<file path="src/rtl/code_record_header_parser_unit_macros.svh">
// assertion macros for the record header parser
// the asserting module must have clk and rst_n in scope
`ifndef CODE_RECORD_HEADER_PARSER_UNIT_MACROS_SVH
`define CODE_RECORD_HEADER_PARSER_UNIT_MACROS_SVH

`ifndef SYNTHESIS

`define CRHP_ASSERT_IMP(lbl, ante, cons) \
    lbl: assert property (@(posedge clk) disable iff (!rst_n) (ante) |-> (cons)) \
        else $error("crhp assertion failed");

`define CRHP_ASSERT_NXT(lbl, ante, cons) \
    lbl: assert property (@(posedge clk) disable iff (!rst_n) (ante) |=> (cons)) \
        else $error("crhp assertion failed");

`else

`define CRHP_ASSERT_IMP(lbl, ante, cons)

`define CRHP_ASSERT_NXT(lbl, ante, cons)

`endif

`endif

</file>
<file path="src/rtl/crhp_pkg.sv">
package crhp_pkg;

    localparam logic [3:0] PREFIX_RESET   = 4'd4;
    localparam logic [7:0] SHORT_SIZE_MAX = 8'hdf;
    localparam logic [7:0] COUNT_ESCAPE   = 8'hff;
    localparam logic [1:0] COUNT_EXTRA    = 2'd3;
    localparam logic [2:0] SEL_SHORT_MAX  = 3'd5;
    localparam logic [2:0] SEL_SIZE16     = 3'd6;
    localparam logic [2:0] SIZE16_BYTES   = 3'd2;
    localparam logic [2:0] WORD32_BYTES   = 3'd4;
    localparam logic [2:0] CLAUSE_VARINTS = 3'd6;

    typedef enum logic [6:0] {
        PH_PREFIX = 7'b0000001,
        PH_HEADER = 7'b0000010,
        PH_SIZE   = 7'b0000100,
        PH_COUNT1 = 7'b0001000,
        PH_COUNT4 = 7'b0010000,
        PH_BODY   = 7'b0100000,
        PH_CLAUSE = 7'b1000000
    } phase_t;

    typedef struct packed {
        logic [31:0] record_start;
        logic [31:0] record_length;
        logic [3:0]  body_offset;
        logic [31:0] body_size;
        logic [31:0] clause_count;
    } rec_t;

endpackage

</file>
<file path="src/rtl/crhp_parser.sv">
`include "code_record_header_parser_unit_macros.svh"

module crhp_parser
    import crhp_pkg::*;
(
    input  logic       clk,
    input  logic       rst_n,
    input  logic       cfg_wr_en,
    input  logic [3:0] cfg_wr_data,
    input  logic       accept,
    input  logic [7:0] data_byte,
    input  logic       section_start,
    output logic       emit,
    output rec_t       rec
);

    logic [3:0]  prefix_bytes_reg;
    phase_t      phase_reg, phase_next;
    logic [2:0]  fbi_reg, fbi_next;
    logic [2:0]  ssel_reg, ssel_next;
    logic [31:0] size_reg, size_next;
    logic [31:0] count_reg, count_next;
    logic [3:0]  hlen_reg, hlen_next;
    logic [31:0] pos_reg, pos_next;
    logic [31:0] crs_reg, crs_next;
    logic [31:0] body_reg, body_next;
    logic [31:0] clauses_reg, clauses_next;
    logic [2:0]  vi_reg, vi_next;
    logic [3:0]  prefix_reg, prefix_next;
    logic [31:0] pos_cur;
    logic        done;

    always_comb
    begin
        logic        run;
        logic        after_size;
        logic        finish;
        logic [31:0] lane;

        phase_next   = phase_reg;
        fbi_next     = fbi_reg;
        ssel_next    = ssel_reg;
        size_next    = size_reg;
        count_next   = count_reg;
        hlen_next    = hlen_reg;
        crs_next     = crs_reg;
        body_next    = body_reg;
        clauses_next = clauses_reg;
        vi_next      = vi_reg;
        prefix_next  = prefix_reg;
        pos_cur      = pos_reg;
        run          = 1'b1;
        after_size   = 1'b0;
        finish       = 1'b0;
        done         = 1'b0;

        if (section_start)
        begin
            phase_next  = PH_PREFIX;
            prefix_next = prefix_bytes_reg;
            pos_cur     = '0;
            fbi_next    = '0;
            vi_next     = '0;
        end
        pos_next = pos_cur + 32'd1;
        lane     = {24'd0, data_byte} << {fbi_next[1:0], 3'b000};

        if (phase_next == PH_PREFIX)
        begin
            if (prefix_next != 4'd0)
            begin
                prefix_next = prefix_next - 4'd1;
                if (prefix_next == 4'd0)
                begin
                    phase_next = PH_HEADER;
                end
                run = 1'b0;
            end
            else
            begin
                // zero prefix: this byte is already a header
                phase_next = PH_HEADER;
            end
        end

        if (run)
        begin
            unique case (phase_next)
                PH_SIZE:
                begin
                    hlen_next = hlen_next + 4'd1;
                    if (ssel_next <= SEL_SHORT_MAX)
                    begin
                        size_next  = {21'd0, ssel_next, data_byte};
                        after_size = 1'b1;
                    end
                    else
                    begin
                        size_next = size_next | lane;
                        fbi_next  = fbi_next + 3'd1;
                        if (fbi_next == ((ssel_next == SEL_SIZE16) ? SIZE16_BYTES
                                                                   : WORD32_BYTES))
                        begin
                            after_size = 1'b1;
                        end
                    end
                end
                PH_COUNT1:
                begin
                    hlen_next = hlen_next + 4'd1;
                    if (data_byte == COUNT_ESCAPE)
                    begin
                        count_next = '0;
                        fbi_next   = '0;
                        phase_next = PH_COUNT4;
                    end
                    else
                    begin
                        count_next = {24'd0, data_byte};
                        finish     = 1'b1;
                    end
                end
                PH_COUNT4:
                begin
                    hlen_next  = hlen_next + 4'd1;
                    count_next = count_next | lane;
                    fbi_next   = fbi_next + 3'd1;
                    if (fbi_next >= WORD32_BYTES)
                    begin
                        finish = 1'b1;
                    end
                end
                PH_BODY:
                begin
                    body_next = body_next - 32'd1;
                    if (body_next == 32'd0)
                    begin
                        if (clauses_next == 32'd0)
                        begin
                            done = 1'b1;
                        end
                        else
                        begin
                            vi_next    = '0;
                            phase_next = PH_CLAUSE;
                        end
                    end
                end
                PH_CLAUSE:
                begin
                    // a set top bit keeps the varint open
                    if (!data_byte[7])
                    begin
                        vi_next = vi_next + 3'd1;
                        if (vi_next >= CLAUSE_VARINTS)
                        begin
                            vi_next      = '0;
                            clauses_next = clauses_next - 32'd1;
                            if (clauses_next == 32'd0)
                            begin
                                done = 1'b1;
                            end
                        end
                    end
                end
                default:
                begin
                    crs_next   = pos_cur;
                    hlen_next  = 4'd1;
                    fbi_next   = '0;
                    count_next = '0;
                    if (data_byte <= SHORT_SIZE_MAX)
                    begin
                        ssel_next = '0;
                        size_next = {24'd0, data_byte};
                        finish    = 1'b1;
                    end
                    else
                    begin
                        ssel_next  = data_byte[2:0];
                        count_next = {30'd0, data_byte[4:3]};
                        size_next  = '0;
                        phase_next = PH_SIZE;
                    end
                end
            endcase
        end

        if (after_size)
        begin
            if (count_next == {30'd0, COUNT_EXTRA})
            begin
                phase_next = PH_COUNT1;
            end
            else
            begin
                finish = 1'b1;
            end
        end

        if (finish)
        begin
            body_next    = size_next;
            clauses_next = count_next;
            vi_next      = '0;
            if (body_next != 32'd0)
            begin
                phase_next = PH_BODY;
            end
            else if (clauses_next != 32'd0)
            begin
                phase_next = PH_CLAUSE;
            end
            else
            begin
                done = 1'b1;
            end
        end

        if (done)
        begin
            phase_next = PH_HEADER;
        end
    end

    assign emit              = accept && done;
    assign rec.record_start  = crs_next;
    assign rec.record_length = pos_cur - crs_next + 32'd1;
    assign rec.body_offset   = hlen_next;
    assign rec.body_size     = size_next;
    assign rec.clause_count  = count_next;

    always_ff @(posedge clk or negedge rst_n)
    begin
        if (!rst_n)
        begin
            prefix_bytes_reg <= PREFIX_RESET;
        end
        else if (cfg_wr_en)
        begin
            prefix_bytes_reg <= cfg_wr_data;
        end
    end

    always_ff @(posedge clk or negedge rst_n)
    begin
        if (!rst_n)
        begin
            phase_reg   <= PH_PREFIX;
            fbi_reg     <= '0;
            ssel_reg    <= '0;
            size_reg    <= '0;
            count_reg   <= '0;
            hlen_reg    <= '0;
            pos_reg     <= '0;
            crs_reg     <= '0;
            body_reg    <= '0;
            clauses_reg <= '0;
            vi_reg      <= '0;
            prefix_reg  <= PREFIX_RESET;
        end
        else if (accept)
        begin
            phase_reg   <= phase_next;
            fbi_reg     <= fbi_next;
            ssel_reg    <= ssel_next;
            size_reg    <= size_next;
            count_reg   <= count_next;
            hlen_reg    <= hlen_next;
            pos_reg     <= pos_next;
            crs_reg     <= crs_next;
            body_reg    <= body_next;
            clauses_reg <= clauses_next;
            vi_reg      <= vi_next;
            prefix_reg  <= prefix_next;
        end
    end

    `CRHP_ASSERT_NXT(a_emit_to_header, emit, phase_reg == PH_HEADER)
    `CRHP_ASSERT_IMP(a_prefix_left, phase_reg == PH_PREFIX, prefix_reg != 4'd0)
    `CRHP_ASSERT_IMP(a_body_left, phase_reg == PH_BODY, body_reg != 32'd0)
    `CRHP_ASSERT_IMP(a_clause_left, phase_reg == PH_CLAUSE, clauses_reg != 32'd0)

endmodule

</file>
<file path="src/rtl/crhp_queue.sv">
`include "code_record_header_parser_unit_macros.svh"

module crhp_queue
    import crhp_pkg::*;
(
    input  logic clk,
    input  logic rst_n,
    input  logic push,
    input  rec_t push_rec,
    output logic full,
    output logic out_valid,
    input  logic out_stall,
    output rec_t out_rec
);

    rec_t       slot_reg [2];
    logic       wr_ptr_reg;
    logic       rd_ptr_reg;
    logic [1:0] count_reg, count_next;
    logic       pop;

    assign full      = (count_reg == 2'd2);
    assign out_valid = (count_reg != 2'd0);
    assign out_rec   = slot_reg[rd_ptr_reg];
    assign pop       = out_valid && !out_stall;

    always_comb
    begin
        count_next = count_reg;
        if (push && !pop)
        begin
            count_next = count_reg + 2'd1;
        end
        else if (pop && !push)
        begin
            count_next = count_reg - 2'd1;
        end
    end

    always_ff @(posedge clk)
    begin
        if (push)
        begin
            slot_reg[wr_ptr_reg] <= push_rec;
        end
    end

    always_ff @(posedge clk or negedge rst_n)
    begin
        if (!rst_n)
        begin
            wr_ptr_reg <= 1'b0;
            rd_ptr_reg <= 1'b0;
            count_reg  <= '0;
        end
        else
        begin
            if (push)
            begin
                wr_ptr_reg <= !wr_ptr_reg;
            end
            if (pop)
            begin
                rd_ptr_reg <= !rd_ptr_reg;
            end
            count_reg <= count_next;
        end
    end

    `CRHP_ASSERT_IMP(a_no_overflow, push, !full)
    `CRHP_ASSERT_NXT(a_empty_push, push && count_reg == 2'd0, out_valid && out_rec == $past(push_rec))
    `CRHP_ASSERT_NXT(a_pop_drains, pop && !push, count_reg == $past(count_reg) - 2'd1)

endmodule

</file>
<file path="src/rtl/code_record_header_parser_unit.sv">
// channel | direction | payload                                       | handshake
// input   | in        | data_byte, section_start                      | in_valid / in_stall
// output  | out       | record_start, record_length, body_offset,     | out_valid / out_stall
//         |           | body_size, clause_count                       |
// config  | in        | cfg_wr_data (prefix_bytes)                    | cfg_wr_en
//
// one byte accepted per cycle while in_stall is low; the parser state updates in that cycle
// a record result enters a two-entry queue on its last byte and is held there from the next cycle
// in_stall rises only when both queue entries hold results not yet taken
// reset (async, rst_n low) puts the parser in prefix skip with prefix_bytes = 4
module code_record_header_parser_unit
    import crhp_pkg::*;
(
    input  logic        clk,
    input  logic        rst_n,
    input  logic        cfg_wr_en,
    input  logic [3:0]  cfg_wr_data,
    input  logic        in_valid,
    output logic        in_stall,
    input  logic [7:0]  data_byte,
    input  logic        section_start,
    output logic        out_valid,
    input  logic        out_stall,
    output logic [31:0] record_start,
    output logic [31:0] record_length,
    output logic [3:0]  body_offset,
    output logic [31:0] body_size,
    output logic [31:0] clause_count
);

    logic accept;
    logic emit;
    logic full;
    rec_t new_rec;
    rec_t head_rec;

    assign in_stall = full;
    assign accept   = in_valid && !full;

    crhp_parser u_parser (
        .clk           (clk),
        .rst_n         (rst_n),
        .cfg_wr_en     (cfg_wr_en),
        .cfg_wr_data   (cfg_wr_data),
        .accept        (accept),
        .data_byte     (data_byte),
        .section_start (section_start),
        .emit          (emit),
        .rec           (new_rec)
    );

    crhp_queue u_queue (
        .clk       (clk),
        .rst_n     (rst_n),
        .push      (emit),
        .push_rec  (new_rec),
        .full      (full),
        .out_valid (out_valid),
        .out_stall (out_stall),
        .out_rec   (head_rec)
    );

    assign record_start  = head_rec.record_start;
    assign record_length = head_rec.record_length;
    assign body_offset   = head_rec.body_offset;
    assign body_size     = head_rec.body_size;
    assign clause_count  = head_rec.clause_count;

endmodule
</file>
<file path="config.mk">
export PLATFORM = sky130hd
export DESIGN_NAME = code_record_header_parser_unit
export DESIGN_NICKNAME = d
export VERILOG_FILES = /design/src/rtl/crhp_pkg.sv /design/src/rtl/crhp_parser.sv /design/src/rtl/crhp_queue.sv /design/src/rtl/code_record_header_parser_unit.sv
export VERILOG_INCLUDE_DIRS = /design/src /design/src/rtl
export SDC_FILE = /design/constraint.sdc
export NUM_CORES = 1
export LEC_CHECK = 0
export BUFFER_PORTS_ARGS = -buffer_cell sky130_fd_sc_hd__buf_2
export CORE_UTILIZATION = 50
export DETAILED_ROUTE_END_ITERATION = 8
export PLACE_DENSITY_LB_ADDON = 0.2
export SYNTH_ARGS = -nofsm -noshare
export SYNTH_HDL_FRONTEND = slang
export SYNTH_SLANG_ARGS = --single-unit
</file>
<file path="constraint.sdc">
create_clock -name clk -period 10 [get_ports clk]
set_input_delay 0 -clock clk [delete_from_list [all_inputs] [get_ports clk]]
set_output_delay 0 -clock clk [all_outputs]
set_load 0.02 [all_outputs]
</file>
==> results of run 1 <==
-- cells in the final DEF, fill, tap and decap left out, types with 16 or more instances in the layout --
cell type,n
nand2b_1,46
nor4_1,38
a22o_1,19
nor2_1,208
mux2_2,139
xnor2_1,49
a22oi_1,25
or3_1,20
o21ai_0,174
nand3_1,54
buf_4,27
ha_1,74
xor2_1,23
a21o_1,22
o21a_1,29
dlygate4sd3_1,19
or4_1,16
edfxtp_1,264
dfrtp_1,220
buf_2,150
nor3_1,73
a21oi_1,171
mux2i_1,29
inv_1,120
nand2_1,233
and3_1,16
nand4_1,27
clkbuf_16,55
-- cell families (layout without fill, tap and decap cells) --
logic type      Yosys count  count (layout)  share of synthesized area
other cells               0               1                          0
compound gates          583             583                     0.1430
xor+xnor                 72              72                    0.02465
buf+inv                 255             413                    0.03800
fa+ha+maj                75              75                    0.03698
simple gates            822             822                     0.1557
mux                     168             168                    0.07253
flops                   488             488                     0.5291
-- worst max-delay path: cells and delay by family (launching register included) --
family          cells  cell delay (ns)
fa+ha+maj           2             0.61
simple gates        6             1.57
buf+inv             2             0.58
flops               1             0.52
xor+xnor            1             0.15
compound gates      8             3.19
-- stage by stage --
| step | total power [mW] | worst slack (ns) | utilization |
|---|---|---|---|
| global route | 7.668 | 2.343 | 0.5742 |
| finish | 7.291 | 3.001 | 0.5742 |
| detailed placement | 5.305 | 3.171 | 0.5353 |
| CTS | 7.321 | 3.094 | 0.5742 |
| global placement | 5.261 | 3.409 | 0.5353 |
| floorplan | 4.553 | 0.2929 | - |
-- power groups by stage --
stage / clock [mW] / sequential [mW] / combinational [mW]
6_report: 1.99 / 2.71 / 2.59
2_1_floorplan: 0 / 2.61 / 1.94
5_1_grt: 2.10 / 2.74 / 2.82
3_3_place_gp: 0 / 2.73 / 2.54
4_1_cts: 2.03 / 2.70 / 2.59
3_5_place_dp: 0 / 2.73 / 2.57
-- path summary, 6_finish.rpt --
kind / slack [ns] / startpoint / cells past startpoint / end
worst max register to register: 3.00 / u_parser.phase_reg[3] / 19 / u_queue.slot_reg[0][96]
worst min register to register: 0.48 / u_parser.crs_reg[25] / 2 / u_parser.crs_reg[25]
worst max-delay path: 3.00 / u_parser.phase_reg[3] / 19 / u_queue.slot_reg[0][96]
min in group clk: 0.04 / section_start / 3 / u_parser.pos_reg[13]
worst min-delay path: 0.02 / rst_n / 2 / u_parser.ssel_reg[2]
max in group asynchronous: 8.48 / rst_n / 3 / u_parser.body_reg[15]
-- final cells by class --
type	instances	area, um^2	area share
clock inverters	27	284.0	0.009839
repair buffers	197	1159	0.04014
multi-input cells	1720	11110	0.3849
clock buffers	69	1479	0.05123
flip-flops and latches	488	13540	0.4691
inverters	120	450.4	0.01560
diodes	1	2.502	0.00008669
well taps	672	840.8	0.02913
-- layer usage --
layer,track usage,vias to the layer above,routed length [um]
li1,-,9215,-
met1,0.3614,9667,29890
met2,0.3963,702,30670
met3,0.03800,115,4153
met4,0.06628,0,1501
met5,0,-,0
-- repair_timing --
item / 4_1_cts / 5_1_grt
resized for setup: 0 / 0
endpoints found under the hold margin: 150 / 0
hold buffers: 19 / 0
setup endpoints to repair: 0 / 0
==> impl_metrics.py, run 1 <==
metrics = {
    "run_status": {
        "outcome": "finished, final reports clean",
    },
    "synthesis": {
        "synth_warnings": 0,
        "avgSynthCellArea_um2": 10.39,
        "yosysTopAreaCellShare": 0.3099,
        "ys_seq_area_frac": 0.5291,
        "ys_seq_elements": 488,
        "synth-edff-count": 264,
        "syn_inst": 2463,
        "synth_area_leaders": "edfxtp_1 (31%), dfrtp_1 (22%), mux2_2 (6.1%)",
        "synth_top_area_cell": "edfxtp_1",
        "syn_area_mm2": 0.02558,
        "ys_types": 80,
        "synth_commonest_cells": "edfxtp_1 (264), nand2_1 (237), dfrtp_1 (221)",
        "synth_nets": 2556,
        "synth_top_flop_cell": "edfxtp_1",
        "post-synth-top-count-cell": "edfxtp_1",
        "ys_async_sr_fraction": 0.4590,
    },
    "clock_tree": {
        "cts.clk_slew.worst_paths_ns": 0.06,
        "clock_latency_ns": 0.61,
        "tritoncts": "built",
        "cts_setup_buffers": 0,
        "h-tree-depth": 2,
        "numClockSinks": 488,
        "clk_root_buffer_cell": "clkbuf_16",
        "cts_buffer_depth": 3,
        "cts_made_buffers": 52,
    },
    "finish": {
        "largest_reg_flops": 264,
        "drive_gt1_frac": 0.1641,
        "finalNonFillerCells": 3294,
        "nets": 2672,
        "final_area_mm2": 0.02887,
        "fillCellCount": 4305,
        "area_delta_synth_final_pct": 12.84,
    },
    "detailed_routing": {
        "wl_per_cell_um": 20.10,
        "firstDrtPassIters": 8,
        "drt_iter0_markers": 1928,
        "drcViolationCount": 0,
        "dr_total_vias": 19700,
        "drtAntennaViolNets": 0,
        "via_per_inst": 5.980,
        "drt_wl_total_mm": 66.21,
    },
    "critical_path": {
        "cp_cell_sequence": "nor2_1 -> a41oi_1 -> or2_2 -> nand2_2 -> buf_4 -> nand2_1 -> o21ai_0 -> inv_1 -> ha_1 -> ha_1 -> a211oi_1 -> o21ai_0 -> a2111oi_0 -> nor3_1 -> o2111a_1 -> o311ai_0 -> nand2_1 -> o41ai_1 -> xnor2_1",
        "path_class": "reg2reg",
        "cp-end-kind": "flop",
        "crit_fanout": 66,
        "startpoint_type": "flop",
        "slowest_delay_ns": 0.78,
        "worstPathArrival_ns": 7.31,
        "critPathSlowestCell": "a2111oi_0",
        "crit_required_ns": 10.32,
    },
    "global_route": {
        "grt_pass1_vias": 18790,
        "track_usage": 0.2509,
        "grt_max_degree": 82,
        "grt_pass1_wl_mm": 104.8,
        "grt-ovfl-total": 0,
        "antenna_found_initial": 2,
    },
    "power_and_ir_drop": {
        "p_int_mw": 4.587,
        "p_clk_frac": 0.273,
        "vdd_drop_max_v": 0.0001740,
        "seq_power_share": 0.371,
        "power_leakage_nw": 11.58,
        "p_per_area_mw_per_mm2": 252.6,
        "p_comb_frac": 0.356,
        "switching_share": 0.3709,
        "switchingPower_mw": 2.704,
    },
    "sta": {
        "max_freq_ghz": 0.1429,
        "slew_violations": 0,
        "tightest_slew_ns": 1.111,
        "period_share": 0.6999,
        "setup-violations-final": 0,
        "rsz0062_at_grt": "false",
        "setup_tns_ns": 0,
        "clock_skew_ns": 0.02333,
        "maxSlewHeadroom": 0.2592,
        "period_needed_ns": 6.999,
        "hold_viol_final": 0,
        "holdWs_ns": 0.02198,
    },
    "floorplan": {
        "die_area_mm2": 0.05207,
        "pin_count": 152,
        "start_util": 0.5089,
        "design.core.area_mm2": 0.05027,
        "dieHeight_um": 228.2,
        "die_w_um": 228.2,
        "core.rowCount": 82,
    },
    "run": {
        "max-cap-violations": 0,
    },
    "placed_design": {
        "dp_hpwl_mm": 44.31,
        "numPortBuffers": 151,
        "dp_cells": 3178,
        "placed_area_mm2": 0.02691,
        "gp_congestion": 0.9270,
    },
    "hold_path": {
        "hold_class": "in2async",
    },
}
(Power assumes the default switching activity.)
==> run 2, diff against run 1 <==
- ABC_AREA: unset -> 1
- clock period: 10 -> 6.5 ns (I/O delays scaled with it)
==> run 2 against run 1 <==
The run now ends with hold timing left. Largest power group is now combinational logic. Wire length increased by 6.6%. Register-to-register slack got worse by 2.4 ns. Setup slack got worse by 2.5 ns. Critical path depth increased by 9. Global-route usage increased by 1.4 points. Critical path type is now in2reg. Sequential share of layout area decreased by 1.5 points. Area after synthesis increased by 3.4%. Cell count increased by 25%. Highest routed layer unchanged. Clock skew decreased by 0.0074 ns. Combinational power increased by 130%.
==> impl_metrics.py, run 2 <==
metrics = {
    "synthesis": {
        "synth_warnings": 0,
        "synth_commonest_cells": "nand2_1 (1226), inv_1 (329), nor2_1 (282)",
        "syn_inst": 3271,
        "synth-edff-count": 264,
        "synth_area_leaders": "edfxtp_1 (30%), dfrtp_1 (21%), nand2_1 (17%)",
        "synth_top_area_cell": "edfxtp_1",
        "avgSynthCellArea_um2": 8.088,
        "ys_types": 54,
        "synth_top_flop_cell": "edfxtp_1",
        "ys_seq_elements": 488,
        "ys_seq_area_frac": 0.5117,
        "post-synth-top-count-cell": "nand2_1",
        "yosysTopAreaCellShare": 0.2997,
        "synth_nets": 3364,
        "syn_area_mm2": 0.02646,
        "ys_async_sr_fraction": 0.4590,
    },
    "sta": {
        "clock_skew_ns": 0.01596,
        "rsz0062_at_grt": "false",
        "period_share": 0.9269,
        "tightest_slew_ns": 0.9714,
        "holdWs_ns": -0.03217,
        "period_needed_ns": 6.025,
        "slew_violations": 0,
        "setup_tns_ns": 0,
        "maxSlewHeadroom": 0.3508,
        "hold_viol_final": 5,
        "max_freq_ghz": 0.1660,
        "worst_slack_ns": 0.4750,
        "setup-violations-final": 0,
    },
    "floorplan": {
        "pin_count": 152,
        "die_w_um": 232.0,
        "die_area_mm2": 0.05384,
        "start_util": 0.5105,
        "dieHeight_um": 232.0,
        "design.core.area_mm2": 0.05182,
        "core.rowCount": 83,
    },
    "finish": {
        "area_delta_synth_final_pct": 12.64,
        "nets": 3492,
        "layout_commonest_cell": "nand2_1",
        "drive_gt1_frac": 0.08972,
        "final_cell_mix": "nand2_1 (1224), inv_1 (327), nor2_1 (279)",
        "finalNonFillerCells": 4125,
        "largest_reg_flops": 264,
        "final_core_util": 0.5750,
    },
    "power_and_ir_drop": {
        "seq_power_share": 0.311,
        "power_leakage_nw": 14.16,
        "p_int_mw": 7.380,
        "p_comb_frac": 0.449,
        "p_per_area_mw_per_mm2": 440.9,
        "p_clk_frac": 0.240,
        "switchingPower_mw": 5.759,
        "switching_share": 0.4383,
        "vdd_drop_max_v": 0.0002634,
    },
    "placed_design": {
        "post-place-ws_ns": 0.5479,
        "gp_congestion": 0.9249,
        "dp_cells": 4003,
        "numPortBuffers": 151,
        "dp_hpwl_mm": 48.92,
    },
    "run_status": {
        "violations": "hold timing",
        "outcome": "complete, but fails checks",
    },
    "run": {
        "max-cap-violations": 0,
    },
    "detailed_routing": {
        "via_per_inst": 5.356,
        "wl_per_cell_um": 17.11,
        "drt_iter0_markers": 2017,
        "firstDrtPassIters": 6,
        "drtAntennaViolNets": 0,
        "drt_wl_total_mm": 70.57,
        "dr_total_vias": 22090,
        "drcViolationCount": 0,
    },
    "critical_path": {
        "regToRegSetupSlack_ns": 0.61,
        "crit_fanout": 23,
        "worstPathArrival_ns": 6.38,
        "path_class": "in2reg",
        "crit_required_ns": 6.85,
        "cp-end-kind": "flop",
        "reg2reg_depth": 25,
        "startpoint_type": "primary input",
        "worstReg2RegStart": "u_parser.phase_reg[0]",
        "reg2reg_to": "u_queue.slot_reg[0][89]",
    },
    "clock_tree": {
        "cts_setup_buffers": 0,
        "h-tree-depth": 2,
        "clock_latency_ns": 0.62,
        "cts_buffer_depth": 3,
        "cts_resized": 0,
        "cts_made_buffers": 53,
        "clk_root_buffer_cell": "clkbuf_16",
        "cts.clk_slew.worst_paths_ns": 0.06,
        "ctsHoldBuffers": 21,
        "tritoncts": "built",
        "numClockSinks": 488,
    },
    "global_route": {
        "antenna_found_initial": 1,
        "grt_max_degree": 88,
        "track_usage": 0.2646,
        "grt_pass1_wl_mm": 112.8,
        "grt_pass1_vias": 21260,
        "grt-ovfl-total": 0,
    },
    "hold_path": {
        "hold_class": "in2async",
    },
}
-- run 2: how the worst max path moves through the flow --
| stage | cells past startpoint | endpoint | from | slack, ns |
|---|---|---|---|---|
| after floorplan | 22 | u_queue.slot_reg[0][0] | section_start | 0.70 |
| after global placement | 27 | u_queue.slot_reg[0][89] | section_start | 0.71 |
| after detailed placement | 27 | u_queue.slot_reg[1][89] | section_start | 0.55 |
| after CTS | 28 | u_queue.slot_reg[0][89] | section_start | 0.51 |
| after global routing | 28 | u_queue.slot_reg[1][89] | section_start | 0.06 |
| final | 28 | u_queue.slot_reg[0][89] | section_start | 0.47 |
-- run 2: per-layer routing --
layer  track usage  vias to the layer above  routed length (um)
met5             0                        -                   0
met4       0.08553                        0                2094
met3       0.03315                      143                4122
met2        0.4447                      717               33720
met1        0.3548                    10450               30630
li1              -                    10780                   -
-- run 2: power groups by stage --
| stage | clock (mW) | combinational, mW | sequential [mW] |
|---|---|---|---|
| 2_1_floorplan | 0 | 4.34 | 4.01 |
| 6_report | 3.15 | 5.90 | 4.09 |
| 4_1_cts | 3.21 | 5.89 | 4.09 |
| 5_1_grt | 3.34 | 6.61 | 4.13 |
| 3_3_place_gp | 0 | 5.74 | 4.13 |
| 3_5_place_dp | 0 | 5.83 | 4.14 |
-- run 2: kinds of logic (layout without fill, tap and decap cells) --
family                   after synthesis  after routing  share of synthesized area
flip-flops                           488            488                     0.5117
XOR/XNOR                             122            122                    0.04039
other                                  0              1                          0
adder cells (fa/ha/maj)               75             75                    0.03575
buffers and inverters                462            635                    0.07009
AND/OR/NAND/NOR                     1738           1738                     0.2626
AO/OA/AOI/OAI                        386            386                    0.07950
-- run 2: area by class of cell --
cell class / count / area (um^2)
Fill cell: 4645 / 22020
Sequential cell: 488 / 13540
Multi-Input combinational cell: 2321 / 11120
Clock buffer: 60 / 1373
Inverter: 339 / 1280
Timing Repair Buffer: 196 / 1181
Tap cell: 680 / 850.8
Clock inverter: 40 / 450.4
Antenna cell: 1 / 2.502
-- run 2: worst max-delay path, cell delays in order --
cell and delay, ns:
dlygate4sd3_1 0.56, buf_2 0.25, inv_2 0.36, nand2_1 0.16, nand2_1 0.17, nor2_4 0.08, nand2_2 0.36, nand2_1 0.18
nor2_2 0.14, nand2_2 0.06, inv_1 0.12, nand2_2 0.25, o21ai_0 0.38, ha_1 0.29, inv_1 0.06, ha_1 0.17
inv_1 0.07, fa_1 0.46, nand3b_1 0.18, nand2_1 0.11, a21oi_1 0.11, o21ai_0 0.47, a21oi_1 0.18, o21ai_0 0.31
a21boi_0 0.25, o21ai_0 0.33, a21oi_1 0.13, xnor2_1 0.16
-- run 2: stage by stage --
stage / instance area [um^2] / total power [mW]
after CTS: 29800 / 13.19
after global routing: 29800 / 14.09
after floorplan: 26460 / 8.346
after global placement: 27760 / 9.877
final: 29800 / 13.14
after detailed placement: 27760 / 9.975
